File: src/hdl/lhrm_pkg.sv
// ---------------------------------------------------------------------------
// lhrm_pkg
// Types and constants of the loop hit recorder merge unit.
// ---------------------------------------------------------------------------
package lhrm_pkg;

  localparam int LOOP_DEPTH = 128;
  localparam int NEW_DEPTH  = 64;
  localparam int POS_BITS   = 16;

  localparam int LOOP_AW = $clog2(LOOP_DEPTH);
  localparam int NEW_AW  = $clog2(NEW_DEPTH);
  localparam int LEN_W   = $clog2(LOOP_DEPTH + 1);
  localparam int NLEN_W  = $clog2(NEW_DEPTH + 1);
  localparam int TOT_W   = $clog2(LOOP_DEPTH + NEW_DEPTH + 1);

  // fixed field widths
  localparam int REQ_W   = 3;
  localparam int PTR_W   = 7;
  localparam int MAXN_W  = 7;
  localparam int MAXL_W  = 8;
  localparam int CNT_W   = 8;
  localparam int NCNT_W  = 7;
  localparam int CFG_AW  = 1;
  localparam int CFG_DW  = 8;
  localparam int IN_DW   = 16;
  localparam int IN_UW   = 8;
  localparam int OUT_DW  = 32;
  localparam int OUT_PAD_W = OUT_DW - (1 + PTR_W + 1 + CNT_W + NCNT_W + 1);

  localparam logic [MAXN_W-1:0] MAX_NEW_RST  = MAXN_W'(50);
  localparam logic [MAXL_W-1:0] MAX_LOOP_RST = MAXL_W'(100);

  typedef enum logic [REQ_W-1:0] {
    REQ_RECORD = 3'd0,
    REQ_LOOP   = 3'd1,
    REQ_CLEAR  = 3'd2,
    REQ_NEXT   = 3'd3,
    REQ_QUERY  = 3'd4
  } req_t;

  typedef enum logic [CFG_AW-1:0] {
    CFG_MAX_NEW  = 1'b0,
    CFG_MAX_LOOP = 1'b1
  } cfg_reg_t;

  typedef enum logic [3:0] {
    ST_IDLE   = 4'b0001,
    ST_MRG_RD = 4'b0010,
    ST_MRG_WR = 4'b0100,
    ST_RESP   = 4'b1000
  } state_t;

  typedef struct packed {
    logic accept;   // item taken this cycle
    logic merging;  // merge walk owns the loop read port
    logic wr;       // write one merged entry
    logic load;     // load result register
  } lhrm_cmd_t;

  typedef struct packed {
    logic start_merge; // pending item is a loop reset with new hits held
    logic last;        // current merge write is the final one
  } lhrm_status_t;

endpackage

File: src/hdl/lhrm_ctrl.sv
// ---------------------------------------------------------------------------
// lhrm_ctrl
// Sequencer: item intake, merge walk and result hand-off.
// ---------------------------------------------------------------------------
module lhrm_ctrl import lhrm_pkg::*; (
  input  logic         clk,
  input  logic         rst_n,
  input  logic         in_tvalid,
  output logic         in_tready,
  output logic         out_tvalid,
  input  logic         out_tready,
  input  lhrm_status_t status,
  output lhrm_cmd_t    cmd
);

  state_t state_r, state_nxt;
  logic   out_valid_r, out_valid_nxt;
  logic   out_free;

  assign out_free  = !out_valid_r || out_tready;
  assign in_tready = (state_r == ST_IDLE);
  assign out_tvalid = out_valid_r;

  always_comb begin
    state_nxt   = state_r;
    cmd.accept  = 1'b0;
    cmd.merging = 1'b0;
    cmd.wr      = 1'b0;
    cmd.load    = 1'b0;
    unique case (state_r)
      ST_IDLE: begin
        if (in_tvalid) begin
          cmd.accept = 1'b1;
          state_nxt  = status.start_merge ? ST_MRG_RD : ST_RESP;
        end
      end
      ST_MRG_RD: begin
        cmd.merging = 1'b1;
        state_nxt   = ST_MRG_WR;
      end
      ST_MRG_WR: begin
        cmd.merging = 1'b1;
        cmd.wr      = 1'b1;
        state_nxt   = status.last ? ST_RESP : ST_MRG_RD;
      end
      ST_RESP: begin
        if (out_free) begin
          cmd.load  = 1'b1;
          state_nxt = ST_IDLE;
        end
      end
      default: state_nxt = ST_IDLE;
    endcase
  end

  always_comb begin
    out_valid_nxt = out_valid_r;
    if (out_tready) out_valid_nxt = 1'b0;
    if (cmd.load)   out_valid_nxt = 1'b1;
  end

  always_ff @(posedge clk) begin
    if (!rst_n) begin
      state_r     <= ST_IDLE;
      out_valid_r <= 1'b0;
    end else begin
      state_r     <= state_nxt;
      out_valid_r <= out_valid_nxt;
    end
  end

endmodule

File: config.mk
export PLATFORM = sky130hd
export DESIGN_NAME = lhrm_ctrl
export DESIGN_NICKNAME = d
export VERILOG_FILES = /design/src/hdl/lhrm_pkg.sv /design/src/hdl/lhrm_ctrl.sv
export SDC_FILE = /design/constraint.sdc
export NUM_CORES = 1
export LEC_CHECK = 0
export ABC_AREA = 0
export ABC_CLOCK_PERIOD_IN_PS = 2300
export BUFFER_PORTS_ARGS = -buffer_cell sky130_fd_sc_hd__buf_2
export CORE_AREA = 3 3 40 42
export CTS_CLUSTER_DIAMETER = 60
export DETAILED_ROUTE_END_ITERATION = 6
export DIE_AREA = 0 0 43 45
export SLEW_MARGIN = 30
export SYNTH_ARGS = -nofsm -noshare
export SYNTH_HDL_FRONTEND = slang
export SYNTH_SLANG_ARGS = --single-unit
File: constraint.sdc
create_clock -name clk -period 2.3 [get_ports clk]
set_clock_uncertainty 0.1 [all_clocks]
set_input_delay 0.23 -clock clk [delete_from_list [all_inputs] [get_ports clk]]
set_output_delay 0.23 -clock clk [all_outputs]
set_load 0.05 [all_outputs]
After elaboration in Yosys (flattened, before gate mapping)

Index checks and enable logic that the tools add are counted.

Flip-flop bits (word level): 5
Bits in latches: 0
Memory bits (writable): 0
ROM bits: 0
Input bits: 6
Output and inout port bits: 6
Memories kept: 0

Add/sub/neg operators: 0
$mul: 0
Divide/modulo/power cells: 0
Magnitude comparators: 0
Eq/ne operators: 6
Shifts and indexed selects: 0
Multiplexer cells: 13
Bitwise operators: 0
Reduce and logical (&&, ||, !) cells: 5

Operators with widths:

| cell                                                 | number |
|---|---|
| two-way mux 4 bit                                    | 4 |
| case mux 4 bit (4 select lines)                      | 1 |
| two-way mux 1 bit                                    | 8 |
| equality test 4 x 1 -> 1 bit (second input constant) | 1 |
| equality test 4 x 2 -> 1 bit (second input constant) | 1 |
| equality test 4 x 3 -> 1 bit (second input constant) | 1 |
| equality test 4 bit (second input constant)          | 1 |
| != test 2 bit (second input constant)                | 2 |
| AND reduction 2 bit                                  | 1 |
| nonzero test 2 bit                                   | 1 |
| OR reduction 2 bit                                   | 1 |
| zero test 1 bit                                      | 1 |
| logical OR 1 bit                                     | 1 |

Logic depth before layout (Yosys ltp)

Depth in word-level cells: 5
Depth in mapped cells: 4
Mapped depth without buffers: 3

Least setup slack after synthesis

No wires, ideal clock.

Kind: reg2out
Start point: register state_r[1]
End point: output port cmd[3] (netlist name)
Arrival time: 1.692 ns
Required time: 1.970 ns
Setup slack: 0.278 ns
Cell stages (with the launch flop): 4
Buffers on the path: 1
Cells stage by stage: dfxtp_1 buf_4 nor4b_4 and2_1

RTL lines:

| what                     | line            | RTL |
|---|---|---|
| start: declaration       | lhrm_ctrl.sv:16 | `state_t state_r, state_nxt;` |
| start signal: assignment | lhrm_ctrl.sv:67 | `state_r <= state_nxt;` |
| end: declaration         | lhrm_ctrl.sv:13 | `output lhrm_cmd_t cmd` |

==> reports/summary.md <==
Of the synthesized area, sequential elements account for 28.07%. The per-instance average area after synthesis is 10.49 um2. The top-area cell type share of the netlist area is 28.07%. Traced cell by cell, the critical path runs through nor4b_2, nor2b_1, buf_2. The maximum level of the CTS H-tree came out at 1. TritonCTS built the clock tree. The final layout contains 52 nets.

The most instantiated flip-flop cell in the synthesis netlist was dfxtp_1. The adder-cell share of the synthesized area is 0%, and the first-iteration detailed-routing DRC count is 7. The maximum vdd ir drop is 0.4000 mV, and the final number of hold-violating endpoints is 0. In this run the standard cell core region covers 0.001285 mm2.

The tools report the total global routing track utilization as 8.493%. On the critical path, the stage with the largest delay is an instance of dfxtp_1. Synthesis produced a netlist with a net count of 40. During placement, the flow inserted port buffers numbering 11. The worst setup path is captured at an output port. The total setup buffers inserted after CTS is 0, and the total I/O pin count is 12.

Xor and xnor fraction of the mapped netlist area: 2.456%. Adding up every negative setup slack in the final design gives 0 ps. In this design, the stage delay of the slowest critical-path cell is 570 ps. Tracing the worst setup path back leads to its startpoint at state_r[3].

The synthesized netlist devotes 39.30% of its cell area to simple gates. Static timing analysis puts the maximum clock frequency at 514.5 MHz. For this run the aggregate overflow at the end of global routing stands at 0. The number of clock buffers added by TritonCTS is 3. The logs give 56 for the cell count after placement and 0 for the final-report setup violation count. The floorplan step set the die height to 45 um. The type of the tightest min-delay check was primary input to flop. The tools report the critical path startpoint category as a flop. Entering global routing, the biggest net connects 10 pins. Dividing the detail-routed wire length by the instance count gives 11.20 um. The initial antenna violation count was 0. Source of the worst hold timing path: rst_n.

Summed over all cells, the static leakage comes to 0.1709 nW. After filler insertion, the fill cell instance count of the layout stands at 149. The via count of the first global-routing pass was 268; the number of synthesized flops with an enable pin was 0. In the synthesized netlist, the cells that appear most often are dfxtp_1 (5), buf_4 (3), nor2b_1 (3), inv_1 (2), nor4b_4 (2). The final cycle utilization of the critical path works out to 84.51%.

The area added between synthesis and finish was 19.65%. The tools report the clock latency at the later pin of the worst-skew pair as 240 ps. After synthesis, the share of flip-flops with an asynchronous set or reset is 0%. The run gives 0 as the number of nets still failing antenna checks after routing. The normalized max-slew margin was 69.24%. After the flow finishes, the layout carries non-filler instances totaling 60. The max-capacitance violation count is 0.

The horizontal die dimension is 43 um. The flow ran to the end, and the final reports show no timing, DRC or antenna violations. Actual transition at the worst max-transition pin: 460.8 ps. Post-layout minimum cycle time: 1944 ps. In this run the worst path has a maximum fanout of 9. The critical path is of the flop to output port type. Yosys attributes the largest share of cell area to dfxtp_1 (28%), nor4b_4 (13%), buf_4 (6.3%). Synthesis produced 34 cells.

The logs give 219.0 um2 for the multi-input combinational cell area and 0 for the total of cells resized after clock tree synthesis. In this run the power density over the cells is 693.7 mW/mm2. The floorplan has 13 rows. Detail-routed via count per cell: 4.717. After synthesis, the largest family of logic cells by area is simple AND/OR/NAND/NOR gates.

The area fraction in compound gates after synthesis was 19.65%. The congestion estimate from routability-driven global placement came to 0.6407. The sum of routed wire length over all layers is 672 um, and the number of max-slew violations in the final report is 0. The multiplexer fraction of the synthesized cell area came out at 0%.

The tools report the worst reg2reg path startpoint as state_r[3]. Summed over all instances, the cell type with the most area after synthesis is dfxtp_1. In the routed design, unresolved DRC markers number 0.

After legalization and detailed placement, the total HPWL measured 517.5 um. Setup repair after global routing left no endpoint under its margin. In the final layout, the share of cells above drive strength 1 is 44.44%. For this configuration, the core starts out at a cell density of 27.75%. In this run, synthesis produced a sequential element count of 5. The tools report the library cell used as clock root buffer as clkbuf_4. The run gives 0 as the number of warnings issued by yosys. Data on the critical path arrives at its endpoint at 1610 ps.

No sink is reached through more buffers than the 2 on the longest clock path. Number of sinks handled by clock tree synthesis: 5. After clock tree synthesis, the flow added hold-fix buffers numbering 0. Worst setup slack after placement: 601.3 ps. The cell area after synthesis was 356.6 um2.

Yosys mapped the design onto 24 distinct sky130hd cell types. Before antenna repair, the detailed router went through 2 iterations. The wire length of the first global-routing pass is 1.173 mm, and the worst-case setup margin in the final layout is 356.4 ps.

For the worst setup path, the data required time is 1970 ps. After clock tree synthesis, the clock-pin slew on the worst setup and hold paths is 40 ps. The logs give 0.001935 mm2 for the area enclosed by the die boundary and 283 for the number of vias in the routed layout. The run gives 0 as the number of diodes. The most frequent cell after synthesis was dfxtp_1. The area taken by flip-flops and latches was 100.1 um2.
[worst max-delay path: cells and delay by family (launching register included)]
family | cells | cell delay [ps]
buf+inv | 1 | 260
flops | 1 | 570
simple gates | 2 | 540
[per-stage QoR]
stage	hold WS [ps]	utilization [%]	cell area, um2	power [mW]
after floorplan	247.8	-	356.6	0.1837
after global placement	395.4	31.16	400.4	0.1961
after detailed placement	389.2	31.16	400.4	0.1971
after CTS	134.6	33.20	426.7	0.3039
after global routing	141.7	33.20	426.7	0.3186
final	140.0	33.20	426.7	0.2960
[final timing paths]
path | to | slack [ps] | depth (start not counted)
max | cmd[0] | 360 | 3
min | out_tvalid | 140 | 2
max reg2reg | state_r[0] | 850 | 3
min reg2reg | state_r[2] | 530 | 2
[flip-flops by register name, summed over array words and instances (netlist names)]
signal and count:
state_r 4, out_tvalid 1
[cell usage in the layout (no fill, tap or decap), types with 2 or more instances in the layout]
cell type	count
inv_1	2
dfxtp_1	5
buf_2	11
clkbuf_4	3
nor4b_4	2
nor2b_1	3
[power by group]
group	internal (mW)	switching [mW]
clock network	0.0656	0.0357
registers	0.0933	0.0192
logic	0.0328	0.0495
total	0.192	0.104
[kinds of logic (layout without fill, tap and decap cells)]
| group | count (synthesis) | after routing |
|---|---|---|
| buf+inv | 6 | 17 |
| simple gates | 14 | 14 |
| flops | 5 | 5 |
| xor+xnor | 1 | 1 |
| compound gates | 8 | 8 |
[per-layer routing]
layer / up-vias / wire length (um) / GRT usage, %
li1: 145 / - / -
met1: 125 / 334 / 9.880
met3: 0 / 65 / 6.773
met2: 13 / 273 / 12.28
met5: - / 0 / 0
met4: 0 / 0 / 1.807
[cell type report]
type / count / share of cell area [%]
clock buffer: 4 / 6.158
timing repair buffer: 11 / 12.90
tap: 15 / 4.399
inverter: 2 / 1.760
sequential: 5 / 23.46
multi-input combinational: 23 / 51.32
Note: power is estimated with default switching activity, not from simulation.
